==> config.mk <==
export PLATFORM = sky130hd
export DESIGN_NAME = dns_query_header_name_parser_top
export DESIGN_NICKNAME = d
export VERILOG_FILES = /design/src/sv/dqhnp_pkg.sv /design/src/sv/dns_query_header_name_parser_top.sv /design/src/sv/dqhnp_in_reg.sv /design/src/sv/dqhnp_parser.sv /design/src/sv/dqhnp_out_reg.sv
export SDC_FILE = /design/constraint.sdc
export NUM_CORES = 1
export LEC_CHECK = 0
export ABC_AREA = 1
export BUFFER_PORTS_ARGS = -buffer_cell sky130_fd_sc_hd__buf_2
export CAP_MARGIN = 20
export CORE_AREA = 4 4 160 124
export CTS_CLUSTER_SIZE = 10
export DETAILED_ROUTE_END_ITERATION = 12
export DIE_AREA = 0 0 164 128
export PLACE_DENSITY_LB_ADDON = 0.3
export SLEW_MARGIN = 0
export SYNTH_ARGS = -nofsm -noshare
export SYNTH_HDL_FRONTEND = slang
export SYNTH_SLANG_ARGS = --single-unit
==> constraint.sdc <==
create_clock -name clk -period 6.7 [get_ports clk]
set_input_delay 1.34 -clock clk [delete_from_list [all_inputs] [get_ports clk]]
set_output_delay 1.34 -clock clk [all_outputs]
set_load 0.02 [all_outputs]
==> src/sv/dqhnp_pkg.sv <==
// shared types and constants for the dns header and question name parser
// no dependencies
`default_nettype none

package dqhnp_pkg;

	localparam int MAX_NAME_DEFAULT = 255;
	localparam int NAME_LEN_W       = 10;
	localparam int HDR_IDX_W        = 4;

	localparam logic [HDR_IDX_W-1:0] HDR_IDX_FLAGS_END = HDR_IDX_W'(3);
	localparam logic [HDR_IDX_W-1:0] HDR_IDX_WORD1     = HDR_IDX_W'(8);
	localparam logic [HDR_IDX_W-1:0] HDR_IDX_LAST      = HDR_IDX_W'(11);

	localparam logic [7:0] DOT_CHAR = 8'h2E;

	typedef enum logic [1:0] {
		KIND_HEADER   = 2'd0,
		KIND_CHAR     = 2'd1,
		KIND_END      = 2'd2,
		KIND_TOO_LONG = 2'd3
	} kind_t;

	typedef enum logic [2:0] {
		PH_HEADER = 3'b001,
		PH_NAME   = 3'b010,
		PH_IGNORE = 3'b100
	} phase_t;

	typedef struct packed {
		kind_t       kind;
		logic [7:0]  name_char;
		logic [15:0] query_id;
		logic        is_response;
		logic [3:0]  op_code;
		logic [3:0]  flag_bits;
		logic [3:0]  response_code;
		logic [15:0] question_count;
		logic [15:0] answer_count;
		logic [15:0] authority_count;
		logic [15:0] additional_count;
	} result_t;

endpackage

`default_nettype wire

==> src/sv/dns_query_header_name_parser_top.sv <==
// DNS header and question name parser, one message byte per item. An accepted
// byte sits in an input register while the parser decodes it, and its result, if
// any, is loaded into the result register when the byte advances, which waits while
// the result register is full and not taken. One byte is taken every cycle while
// in_ready is high; in_ready drops only when both the input register and the result
// register hold items and the consumer is not taking the result.
// Depends on dqhnp_pkg, dqhnp_in_reg, dqhnp_parser, dqhnp_out_reg.
`default_nettype none

module dns_query_header_name_parser_top
	import dqhnp_pkg::*;
#(
	parameter int MAX_NAME = MAX_NAME_DEFAULT
) (
	input  wire logic        clk,
	input  wire logic        arst_n,
	input  wire logic        in_valid,
	output logic             in_ready,
	input  wire logic [7:0]  data_byte,
	input  wire logic        end_of_packet,
	output logic             out_valid,
	input  wire logic        out_ready,
	output logic [1:0]       out_kind,
	output logic [7:0]       name_char,
	output logic [15:0]      query_id,
	output logic             is_response,
	output logic [3:0]       op_code,
	output logic [3:0]       flag_bits,
	output logic [3:0]       response_code,
	output logic [15:0]      question_count,
	output logic [15:0]      answer_count,
	output logic [15:0]      authority_count,
	output logic [15:0]      additional_count
);

	logic       valid_s1;
	logic [7:0] data_s1;
	logic       eop_s1;
	logic       slot_free;
	logic       advance;
	logic       has_result;
	result_t    result;
	result_t    out_data_q;

	assign advance = valid_s1 && slot_free;

	dqhnp_in_reg u_in_reg (
		.clk           (clk),
		.arst_n        (arst_n),
		.in_valid      (in_valid),
		.in_ready      (in_ready),
		.data_byte     (data_byte),
		.end_of_packet (end_of_packet),
		.advance       (advance),
		.valid_s1      (valid_s1),
		.data_s1       (data_s1),
		.eop_s1        (eop_s1)
	);

	dqhnp_parser #(
		.MAX_NAME (MAX_NAME)
	) u_parser (
		.clk           (clk),
		.arst_n        (arst_n),
		.step          (advance),
		.data_byte     (data_s1),
		.end_of_packet (eop_s1),
		.has_result    (has_result),
		.result        (result)
	);

	dqhnp_out_reg u_out_reg (
		.clk        (clk),
		.arst_n     (arst_n),
		.load       (advance),
		.load_valid (has_result),
		.load_data  (result),
		.out_ready  (out_ready),
		.out_valid  (out_valid),
		.slot_free  (slot_free),
		.out_data_q (out_data_q)
	);

	assign out_kind         = out_data_q.kind;
	assign name_char        = out_data_q.name_char;
	assign query_id         = out_data_q.query_id;
	assign is_response      = out_data_q.is_response;
	assign op_code          = out_data_q.op_code;
	assign flag_bits        = out_data_q.flag_bits;
	assign response_code    = out_data_q.response_code;
	assign question_count   = out_data_q.question_count;
	assign answer_count     = out_data_q.answer_count;
	assign authority_count  = out_data_q.authority_count;
	assign additional_count = out_data_q.additional_count;

endmodule

`default_nettype wire

==> src/sv/dqhnp_in_reg.sv <==
// input register holding one accepted byte and its end flag
// depends on nothing beyond the handshake from the top level
`default_nettype none

module dqhnp_in_reg (
	input  wire logic       clk,
	input  wire logic       arst_n,
	input  wire logic       in_valid,
	output logic            in_ready,
	input  wire logic [7:0] data_byte,
	input  wire logic       end_of_packet,
	input  wire logic       advance,
	output logic            valid_s1,
	output logic [7:0]      data_s1,
	output logic            eop_s1
);

	assign in_ready = !valid_s1 || advance;

	always_ff @(posedge clk or negedge arst_n) begin
		if (!arst_n) begin
			valid_s1 <= 1'b0;
		end else if (in_valid && in_ready) begin
			valid_s1 <= 1'b1;
		end else if (advance) begin
			valid_s1 <= 1'b0;
		end
	end

	always_ff @(posedge clk) begin
		if (in_valid && in_ready) begin
			data_s1 <= data_byte;
			eop_s1  <= end_of_packet;
		end
	end

endmodule

`default_nettype wire

==> src/sv/dqhnp_parser.sv <==
// message state and per-byte decode: header capture, name characters, limits
// depends on dqhnp_pkg
`default_nettype none

module dqhnp_parser
	import dqhnp_pkg::*;
#(
	parameter int MAX_NAME = MAX_NAME_DEFAULT
) (
	input  wire logic       clk,
	input  wire logic       arst_n,
	input  wire logic       step,
	input  wire logic [7:0] data_byte,
	input  wire logic       end_of_packet,
	output logic            has_result,
	output result_t         result
);

	phase_t                 phase_q, phase_d;
	logic [HDR_IDX_W-1:0]   idx_q, idx_d;
	logic [63:0]            word0_q, word0_d, word0_shift;
	logic [31:0]            word1_q, word1_d, word1_shift;
	logic [7:0]             left_q, left_d;
	logic                   first_q, first_d;
	logic [NAME_LEN_W-1:0]  len_q, len_d;

	function automatic result_t make_header(input logic [15:0] id, input logic [15:0] fl,
		input logic [15:0] qd, input logic [15:0] an, input logic [15:0] ns,
		input logic [15:0] ar);
		result_t r;
		r                  = '0;
		r.kind             = KIND_HEADER;
		r.query_id         = id;
		r.is_response      = fl[15];
		r.op_code          = fl[14:11];
		r.flag_bits        = fl[10:7];
		r.response_code    = fl[3:0];
		r.question_count   = qd;
		r.answer_count     = an;
		r.authority_count  = ns;
		r.additional_count = ar;
		return r;
	endfunction

	assign word0_shift = {word0_q[55:0], data_byte};
	assign word1_shift = {word1_q[23:0], data_byte};

	always_comb begin
		phase_d    = phase_q;
		idx_d      = idx_q;
		word0_d    = word0_q;
		word1_d    = word1_q;
		left_d     = left_q;
		first_d    = first_q;
		len_d      = len_q;
		has_result = 1'b0;
		result     = '0;
		case (phase_q)
			PH_HEADER: begin
				if (idx_q < HDR_IDX_WORD1) begin
					word0_d = word0_shift;
				end else begin
					word1_d = word1_shift;
				end
				if (idx_q == HDR_IDX_FLAGS_END) begin
					if (word0_shift[15]) begin
						has_result = 1'b1;
						result     = make_header(word0_shift[31:16], word0_shift[15:0],
							16'd0, 16'd0, 16'd0, 16'd0);
						phase_d    = PH_IGNORE;
					end
				end else if (idx_q == HDR_IDX_LAST) begin
					has_result = 1'b1;
					result     = make_header(word0_q[63:48], word0_q[47:32],
						word0_q[31:16], word0_q[15:0], word1_shift[31:16], word1_shift[15:0]);
					phase_d    = PH_NAME;
					left_d     = 8'd0;
					first_d    = 1'b1;
					len_d      = '0;
				end
				idx_d = idx_q + 1'b1;
			end
			PH_NAME: begin
				if (left_q == 8'd0) begin
					if (data_byte == 8'd0) begin
						has_result  = 1'b1;
						result.kind = KIND_END;
						phase_d     = PH_IGNORE;
					end else begin
						left_d  = data_byte;
						first_d = 1'b0;
						if (!first_q) begin
							has_result = 1'b1;
							if (len_q >= NAME_LEN_W'(MAX_NAME)) begin
								result.kind = KIND_TOO_LONG;
								phase_d     = PH_IGNORE;
							end else begin
								len_d            = len_q + 1'b1;
								result.kind      = KIND_CHAR;
								result.name_char = DOT_CHAR;
							end
						end
					end
				end else begin
					left_d     = left_q - 8'd1;
					has_result = 1'b1;
					if (len_q >= NAME_LEN_W'(MAX_NAME)) begin
						result.kind = KIND_TOO_LONG;
						phase_d     = PH_IGNORE;
					end else begin
						len_d            = len_q + 1'b1;
						result.kind      = KIND_CHAR;
						result.name_char = data_byte;
					end
				end
			end
			PH_IGNORE: begin
			end
			default: begin
				phase_d = PH_HEADER;
			end
		endcase
		if (end_of_packet) begin
			phase_d = PH_HEADER;
			idx_d   = '0;
			word0_d = '0;
			word1_d = '0;
			left_d  = 8'd0;
			first_d = 1'b1;
			len_d   = '0;
		end
	end

	always_ff @(posedge clk or negedge arst_n) begin
		if (!arst_n) begin
			phase_q <= PH_HEADER;
			idx_q   <= '0;
			word0_q <= '0;
			word1_q <= '0;
			left_q  <= 8'd0;
			first_q <= 1'b1;
			len_q   <= '0;
		end else if (step) begin
			phase_q <= phase_d;
			idx_q   <= idx_d;
			word0_q <= word0_d;
			word1_q <= word1_d;
			left_q  <= left_d;
			first_q <= first_d;
			len_q   <= len_d;
		end
	end

endmodule

`default_nettype wire

==> src/sv/dqhnp_out_reg.sv <==
// result register with valid and ready toward the consumer
// depends on dqhnp_pkg
`default_nettype none

module dqhnp_out_reg
	import dqhnp_pkg::*;
(
	input  wire logic    clk,
	input  wire logic    arst_n,
	input  wire logic    load,
	input  wire logic    load_valid,
	input  wire result_t load_data,
	input  wire logic    out_ready,
	output logic         out_valid,
	output logic         slot_free,
	output result_t      out_data_q
);

	assign slot_free = !out_valid || out_ready;

	always_ff @(posedge clk or negedge arst_n) begin
		if (!arst_n) begin
			out_valid <= 1'b0;
		end else if (load) begin
			out_valid <= load_valid;
		end else if (out_ready) begin
			out_valid <= 1'b0;
		end
	end

	always_ff @(posedge clk) begin
		if (load && load_valid) begin
			out_data_q <= load_data;
		end
	end

endmodule

`default_nettype wire

==> summary.txt, run 1 <==
Status
  – Status: completed

Clock tree
  – Reg clk slew, reported paths: 0.06 ns
  – Setup Fix Bufs, Post-CTS: 0
  – Sink Count: 228
  – Cts repair resizes: 0
  – CTS Buf Count: 26
  – Clock latency on the worst-skew pair: 0.51 ns
  – CTS H-tree lvls: 1
  – Hold buffers post-CTS: 0
  – Clk root buf: clkbuf_16
  – Clk buf depth: 3
  – CTS tree: yes

Setup path
  – FF-to-FF End: u_parser.word0_q[30]$_DFFE_PN0P_
  – Startpoint Class: flip-flop
  – Critical Path RT: 7.12 ns
  – Worst-path fanout max: 63
  – Arrival time of the worst setup path: 4.06 ns
  – Reg2reg path depth: 7
  – Crit Path Class: flip-flop to flip-flop
  – R2R Setup Slk: 3.06 ns
  – Crit path capture type: flip-flop
  – Reg2reg start: u_in_reg.eop_s1$_DFFE_PP_

Synth
  – Cell Area, Synth: 0.009353 mm2
  – Yosys warns: 0
  – Number of synthesized flops with an enable pin: 112
  – Seq/Total Area, Yosys: 0.6702
  – Post-synth ARST share: 0.5088
  – Cell variety after synth: 35
  – Synth Net Count: 902
  – Syn Inst Count: 885
  – Primary FF master, synth: dfrtp_1
  – Mean area per synthesized cell: 10.57 um2
  – #FFs+latches synth: 228

Pwr
  – Maximum VDD drop: 0.0001842 V
  – Lkg Pwr: 4.600 nW
  – Share of total power in sequential cells: 0.454
  – Cell-internal power: 0.002634 W
  – Sw frac: 0.3237
  – Sw Pwr: 0.001261 W
  – Gate power share: 0.218
  – PwrDens: 357.6 mW/mm2
  – Clock share of power: 0.328

Layout
  – Post-layout utilization of the core: 0.5988
  – Final #Nets: 1011
  – Final std cells w/o fill: 1260
  – Layout cell share with drive strength beyond 1: 0.1678
  – Layout area overhead: 16.43%
  – Final-layout fill cell count: 1548
  – # diodes: 0

Timing
  – Shortest period the worst path allows: 3.639 ns
  – Worst Tran Pin Value: 1.093 ns
  – Slew margin rel.: 0.2701
  – Setup violators final: 0
  – Tcrit/Tclk final: 0.5432
  – Final setup TNS: 0 ns
  – Slew Limit Fails: 0
  – Skew final: 0.009628 ns
  – Final hold vios: 0
  – Hold WS: 0.4873 ns
  – RSZ-0062 raised after global routing: no
  – F_max: 274.8 MHz

Worst hold path
  – Hold Crit Class: flip-flop to flip-flop
  – HP Start: u_parser.len_q[5]$_DFFE_PN0P_
  – Worst Hold Path Cells: 2
  – Min-Delay Endpoint: u_parser.len_q[5]$_DFFE_PN0P_

Place
  – HPWL Detailed: 14280 um
  – # placed instances: 1213
  – GP Congestion: 0.8695
  – # port buffers: 117

Route
  – Routed via count: 6795
  – Total Wirelength: 21940 um
  – Routed len/inst: 17.42 um
  – Initial DRC Count: 635
  – Drt drc: 0
  – 1st-pass router iterations: 6
  – Vias per cell: 5.393
  – Post-route ant nets: 0

Global route
  – Number of global-route vias before repair: 6385
  – Total global routing overflow: 0
  – Antenna violations before repair: 0
  – Largest net degree at the start of global routing: 74
  – GRT Util Overall: 0.2094
  – First-pass GRT wire length: 34780 um

Die
  – Row cnt: 43
  – I/O pins: 118
  – Die W: 164 um
  – Die Y-Extent: 128 um
  – Starting Density: 0.5143
  – DIE AREA: 0.02099 mm2
  – Core area: 0.01818 mm2

Flow run
  – Max-cap violation count: 0
[metrics by stage]
stage	total power [W]	worst slack, ns	cell area (um2)
2_1_floorplan	0.002396	1.827	9356
3_3_place_gp	0.002605	2.936	10090
3_5_place_dp	0.002626	2.829	10130
4_1_cts	0.003906	3.071	10890
5_1_grt	0.004090	2.664	10890
6_report	0.003895	3.061	10890
[worst max-delay path by stage]
stage / start / endpoint / slack, ns / depth (start not counted)
after CTS: u_in_reg.eop_s1$_DFFE_PP_ / u_parser.word0_q[30]$_DFFE_PN0P_ / 3.07 / 7
after global placement: out_ready / u_parser.word0_q[13]$_DFFE_PN0P_ / 2.94 / 10
final: u_in_reg.eop_s1$_DFFE_PP_ / u_parser.word0_q[30]$_DFFE_PN0P_ / 3.06 / 7
after detailed placement: out_ready / u_parser.word0_q[46]$_DFFE_PN0P_ / 2.83 / 10
after global routing: u_in_reg.eop_s1$_DFFE_PP_ / u_parser.word0_q[2]$_DFFE_PN0P_ / 2.66 / 7
after floorplan: out_ready / u_out_reg.out_data_q[0]$_SDFFCE_PP0P_ / 1.83 / 4
[power by group through the flow]
stage | logic [W] | registers, W | clock network [W]
floorplan | 0.000567 | 0.00183 | 0
global placement | 0.000820 | 0.00179 | 0
detailed placement | 0.000839 | 0.00179 | 0
CTS | 0.000845 | 0.00176 | 0.00130
global route | 0.000951 | 0.00178 | 0.00136
finish | 0.000849 | 0.00177 | 0.00128
[synth_stat cells, types with 5 or more instances]
library cell / n / share of area
clkbuf_1: 23 / 0.0092
edfxtp_1: 112 / 0.36
o32ai_1: 28 / 0.026
o21ai_0: 62 / 0.033
buf_6: 5 / 0.0060
o21ai_1: 33 / 0.018
nand2_1: 104 / 0.042
o22ai_1: 18 / 0.012
inv_1: 129 / 0.052
nand3_1: 89 / 0.048
buf_2: 10 / 0.0054
a21oi_1: 7 / 0.0037
dfrtp_1: 114 / 0.31
inv_2: 5 / 0.0020
nor2_1: 108 / 0.043
[flip-flops by register name (all words and copies together), names as in the netlist, 3 cells and up]
signal                flops
u_parser.idx_q            4
u_out_reg.out_data_q    103
u_parser.len_q           10
u_parser.word0_q         64
u_in_reg.data_s1          8
u_parser.phase_q          3
u_parser.left_q           8
u_parser.word1_q         24
[critical path, stage by stage, from the launching register on]
cell,delay [ns]
edfxtp_1,0.73
inv_2,0.59
a21oi_4,0.42
inv_2,0.12
nor2_4,0.78
buf_4,0.58
nand3_1,0.15
o21ai_1,0.15
[cells in the final DEF (no fill, tap or decap), types with 2 or more instances in the layout]
| master | n |
|---|---|
| buf_2 | 116 |
| o32ai_1 | 28 |
| buf_4 | 7 |
| edfxtp_1 | 112 |
| dfstp_2 | 2 |
| nor4_1 | 2 |
| o21ai_0 | 62 |
| a21oi_1 | 6 |
| clkbuf_1 | 19 |
| o22ai_1 | 18 |
| a21oi_4 | 2 |
| nor2_1 | 108 |
| nor3_1 | 3 |
| o21ai_1 | 32 |
| ha_1 | 4 |
| nand4_1 | 4 |
| xor2_1 | 2 |
| nand2_1 | 103 |
| xnor2_1 | 2 |
| nand3_1 | 89 |
| clkbuf_16 | 27 |
| inv_2 | 5 |
| dfrtp_1 | 114 |
| nor2_4 | 2 |
| nand2_2 | 3 |
| inv_1 | 129 |
[per-layer routing]
metal | vias to the layer above | routed length [um] | part of all wire | track usage
met2 | 260 | 9399 | 0.43 | 0.2939
li1 | 3191 | - | - | -
met4 | 0 | 427 | 0.019 | 0.04832
met5 | - | 0 | 0 | 0
met3 | 33 | 1815 | 0.083 | 0.05079
met1 | 3311 | 10300 | 0.47 | 0.3308
[kinds of logic (layout without fill, tap and decap cells)]
| group | after synthesis | count (layout) | share of synthesized area |
|---|---|---|---|
| AND/OR/NAND/NOR | 319 | 319 | 0.1460 |
| flip-flops | 228 | 228 | 0.6702 |
| buffers and inverters | 179 | 307 | 0.07839 |
| AO/OA/AOI/OAI | 151 | 151 | 0.09632 |
| adder cells (fa/ha/maj) | 4 | 4 | 0.005351 |
| XOR/XNOR | 4 | 4 | 0.003747 |
[cell type report]
class	instances	area [um2]	share of cell area
Timing Repair Buffer	125	675.6	0.06205
Inverter	135	506.7	0.04654
Tap cell	247	309.0	0.02838
Sequential cell	228	6269	0.5757
Clock buffer	47	760.7	0.06986
Multi-Input combinational cell	478	2369	0.2175
(Power assumes the default switching activity.)
==> inputs of run 2 (changes only) <==
- CORE_AREA: 4 4 160 124 -> 4 4 156 120
- DIE_AREA: 0 0 164 128 -> 0 0 160 124
- clock period: 6.7 -> 3.5 ns (I/O delays scaled with it)
==> run 2 against run 1 <==
Compared with the run above: register-to-register slack lost 2.4 ns; worst setup slack lost 2.4 ns; clock power grew 91%; power grew 93%.
==> summary.txt, run 2 (synthesis gave the netlist of run 1 again) <==
Die
  – I/O pins: 118 (unchanged)
  – Die W: 160 um (-2.4%)
  – Starting Density: 0.5393 (+0.02501)
  – Core area: 0.01734 mm2 (-4.6%)
  – DIE AREA: 0.01984 mm2 (-5.5%)
  – Row cnt: 42 (-2.3%)
  – Die Y-Extent: 124 um (-3.1%)

Route
  – Total Wirelength: 21510 um (-2.0%)
  – Initial DRC Count: 689 (+8.5%)
  – Routed len/inst: 17.40 um (about the same)
  – Drt drc: 0 (unchanged)
  – Post-route ant nets: 0 (unchanged)
  – Routed via count: 6758 (-0.54%)
  – 1st-pass router iterations: 5 (-1)
  – Vias per cell: 5.468 (+1.4%)

Setup path
  – Reg2reg path depth: 8 (+1)
  – Crit path capture type: flip-flop
  – FF-to-FF End: u_out_reg.out_data_q[60]$_SDFFCE_PP0P_
  – Crit Path Class: flip-flop to flip-flop
  – CP endpoint: u_out_reg.out_data_q[60]$_SDFFCE_PP0P_
  – R2R Setup Slk: 0.68 ns (-2.38 ns)
  – Arrival time of the worst setup path: 2.98 ns (-1.08 ns)
  – Startpoint Class: flip-flop
  – Worst-path fanout max: 77 (+22%)
  – Reg2reg start: u_parser.idx_q[0]$_DFFE_PN0P_
  – Critical Path RT: 3.66 ns (-3.46 ns)
  – Crit path launch: u_parser.idx_q[0]$_DFFE_PN0P_

Layout
  – Post-layout utilization of the core: 0.6286 (+0.02977)
  – Commonest non-fill, non-tap cells in the layout: inv_1 (129), buf_2 (116), dfrtp_1 (114)
  – Multi-input gate area: 0.002369 mm2 (unchanged)
  – Register with the most flip-flops: u_out_reg.out_data_q
  – Most common cell after layout, fill and taps aside: inv_1
  – Final-layout fill cell count: 1398 (-9.7%)
  – Reg area: 0.006269 mm2 (unchanged)
  – Largest regs: u_out_reg.out_data_q x103, u_parser.word0_q x64, u_parser.word1_q x24
  – Post-route cell area: 0.01090 mm2 (+0.10%)
  – # diodes: 0 (unchanged)
  – Layout area overhead: 16.55%
  – Final #Nets: 1014 (+0.30%)
  – Max reg flops: 103 (unchanged)
  – Layout cell share with drive strength beyond 1: 0.1703 (+0.002457)

Clock tree
  – Setup Fix Bufs, Post-CTS: 0 (unchanged)
  – Clk buf depth: 3 (unchanged)
  – CTS Buf Count: 26 (unchanged)
  – Sink Count: 228 (unchanged)
  – CTS H-tree lvls: 1 (unchanged)
  – Hold buffers post-CTS: 0 (unchanged)
  – Reg clk slew, reported paths: 0.06 ns (about the same)
  – Cts repair resizes: 0 (unchanged)
  – Clk root buf: clkbuf_16
  – Clock latency on the worst-skew pair: 0.51 ns (about the same)
  – CTS tree: yes

Timing
  – RSZ-0062 raised after global routing: no
  – Shortest period the worst path allows: 2.818 ns (-0.8215 ns)
  – F_max: 354.9 MHz (+29%)
  – Slew Limit Fails: 0 (unchanged)
  – Worst Tran Pin Value: 0.9612 ns (-0.1320 ns)
  – Tcrit/Tclk final: 0.8051 (+0.2619)
  – Final hold vios: 0 (unchanged)
  – Setup violators final: 0 (unchanged)
  – Slew margin rel.: 0.3592 (+0.08907)
  – Skew final: 0.01210 ns (+0.002467 ns)
  – Hold WS: 0.3270 ns (-0.1603 ns)
  – Final worst setup slack: 0.6822 ns (-2.378 ns)
  – Final setup TNS: 0 ns (unchanged)

Pwr
  – Maximum VDD drop: 0.0003801 V (+110%)
  – Lkg Pwr: 4.619 nW (+0.41%)
  – PwrDens: 688.7 mW/mm2 (+93%)

Place
  – HPWL Detailed: 13970 um (-2.2%)
  – Placed Area: 0.01014 mm2 (+0.11%)
  – # port buffers: 117 (unchanged)
  – GP Congestion: 0.8749 (+0.62%)
  – Place WS: 0.6908 ns (-2.138 ns)

Global route
  – Met1 usage: 0.3481 (+0.01726)
  – GRT Util Overall: 0.2169 (+0.007408)
  – Largest net degree at the start of global routing: 126 (+70%)
  – First-pass GRT wire length: 34250 um (-1.5%)
  – Global route hottest layer: met1
  – Total global routing overflow: 0 (unchanged)
  – Met3 usage in global routing: 0.04631 (-0.004476)
  – Number of global-route vias before repair: 6243 (-2.2%)
  – Antenna violations before repair: 0 (unchanged)
  – Met2 Track Usage GR: 0.2984 (+0.004509)

Flow run
  – Max-cap violation count: 0 (unchanged)

Worst hold path
  – Hold Crit Class: input port to asynchronous set/reset pin

Status
  – Status: completed
-- run 2: changes by cell type in the layout (fill, tap and decap cells not counted), sizes merged --
| cell | before | now |
|---|---|---|
| buf | 125 | 128 |
-- run 2: layer usage --
layer,part of all wire,routed length [um]
met5,0,0
met4,0.025,537
met3,0.081,1732
met2,0.42,9094
met1,0.47,10140
-- run 2: worst min path at each step --
stage / startpoint / endpoint / slack (ns) / depth (start not counted)
after CTS: data_byte[1] / u_in_reg.data_s1[1]$_DFFE_PP_ / 0.35 / 1
after floorplan: arst_n / u_in_reg.valid_s1$_DFFE_PN0P_ / 0.40 / 0
final: arst_n / u_parser.len_q[2]$_DFFE_PN0P_ / 0.33 / 1
after global routing: data_byte[1] / u_in_reg.data_s1[1]$_DFFE_PP_ / 0.35 / 1
after detailed placement: u_parser.len_q[5]$_DFFE_PN0P_ / u_parser.len_q[5]$_DFFE_PN0P_ / 0.46 / 2
after global placement: u_parser.len_q[5]$_DFFE_PN0P_ / u_parser.len_q[5]$_DFFE_PN0P_ / 0.46 / 2
-- run 2: worst max-delay path: stages, from the launching register on --
cell and delay, ns:
dfrtp_1 0.37, ha_1 0.20, nand2_1 0.08, nor2_1 0.17
nand2_1 0.09, inv_1 0.06, o21ai_0 0.18, a21oi_4 0.82
buf_12 0.45
-- run 2: area by class of cell --
cell class | instances | area share
Timing Repair Buffer | 128 | 0.06612
Tap cell | 220 | 0.02525
Inverter | 135 | 0.04649
Clock buffer | 47 | 0.06979
Sequential cell | 228 | 0.5751
Multi-Input combinational cell | 478 | 0.2173
-- run 2: report_power, final --
| part | switching [W] | leakage [nW] | total [W] | internal, W |
|---|---|---|---|---|
| sequential | 0.000187 | 2.68 | 0.00337 | 0.00319 |
| clock | 0.000997 | 0.362 | 0.00245 | 0.00145 |
| combinational | 0.00125 | 1.58 | 0.00169 | 0.000442 |
| total | 0.00243 | 4.62 | 0.00751 | 0.00508 |
-- run 2: stage by stage --
step                      cells  power (W)
after floorplan             885   0.004581
after global placement     1189   0.005058
final                      1236   0.007508
after global routing       1236   0.007876
after CTS                  1236   0.007520
after detailed placement   1189   0.005074
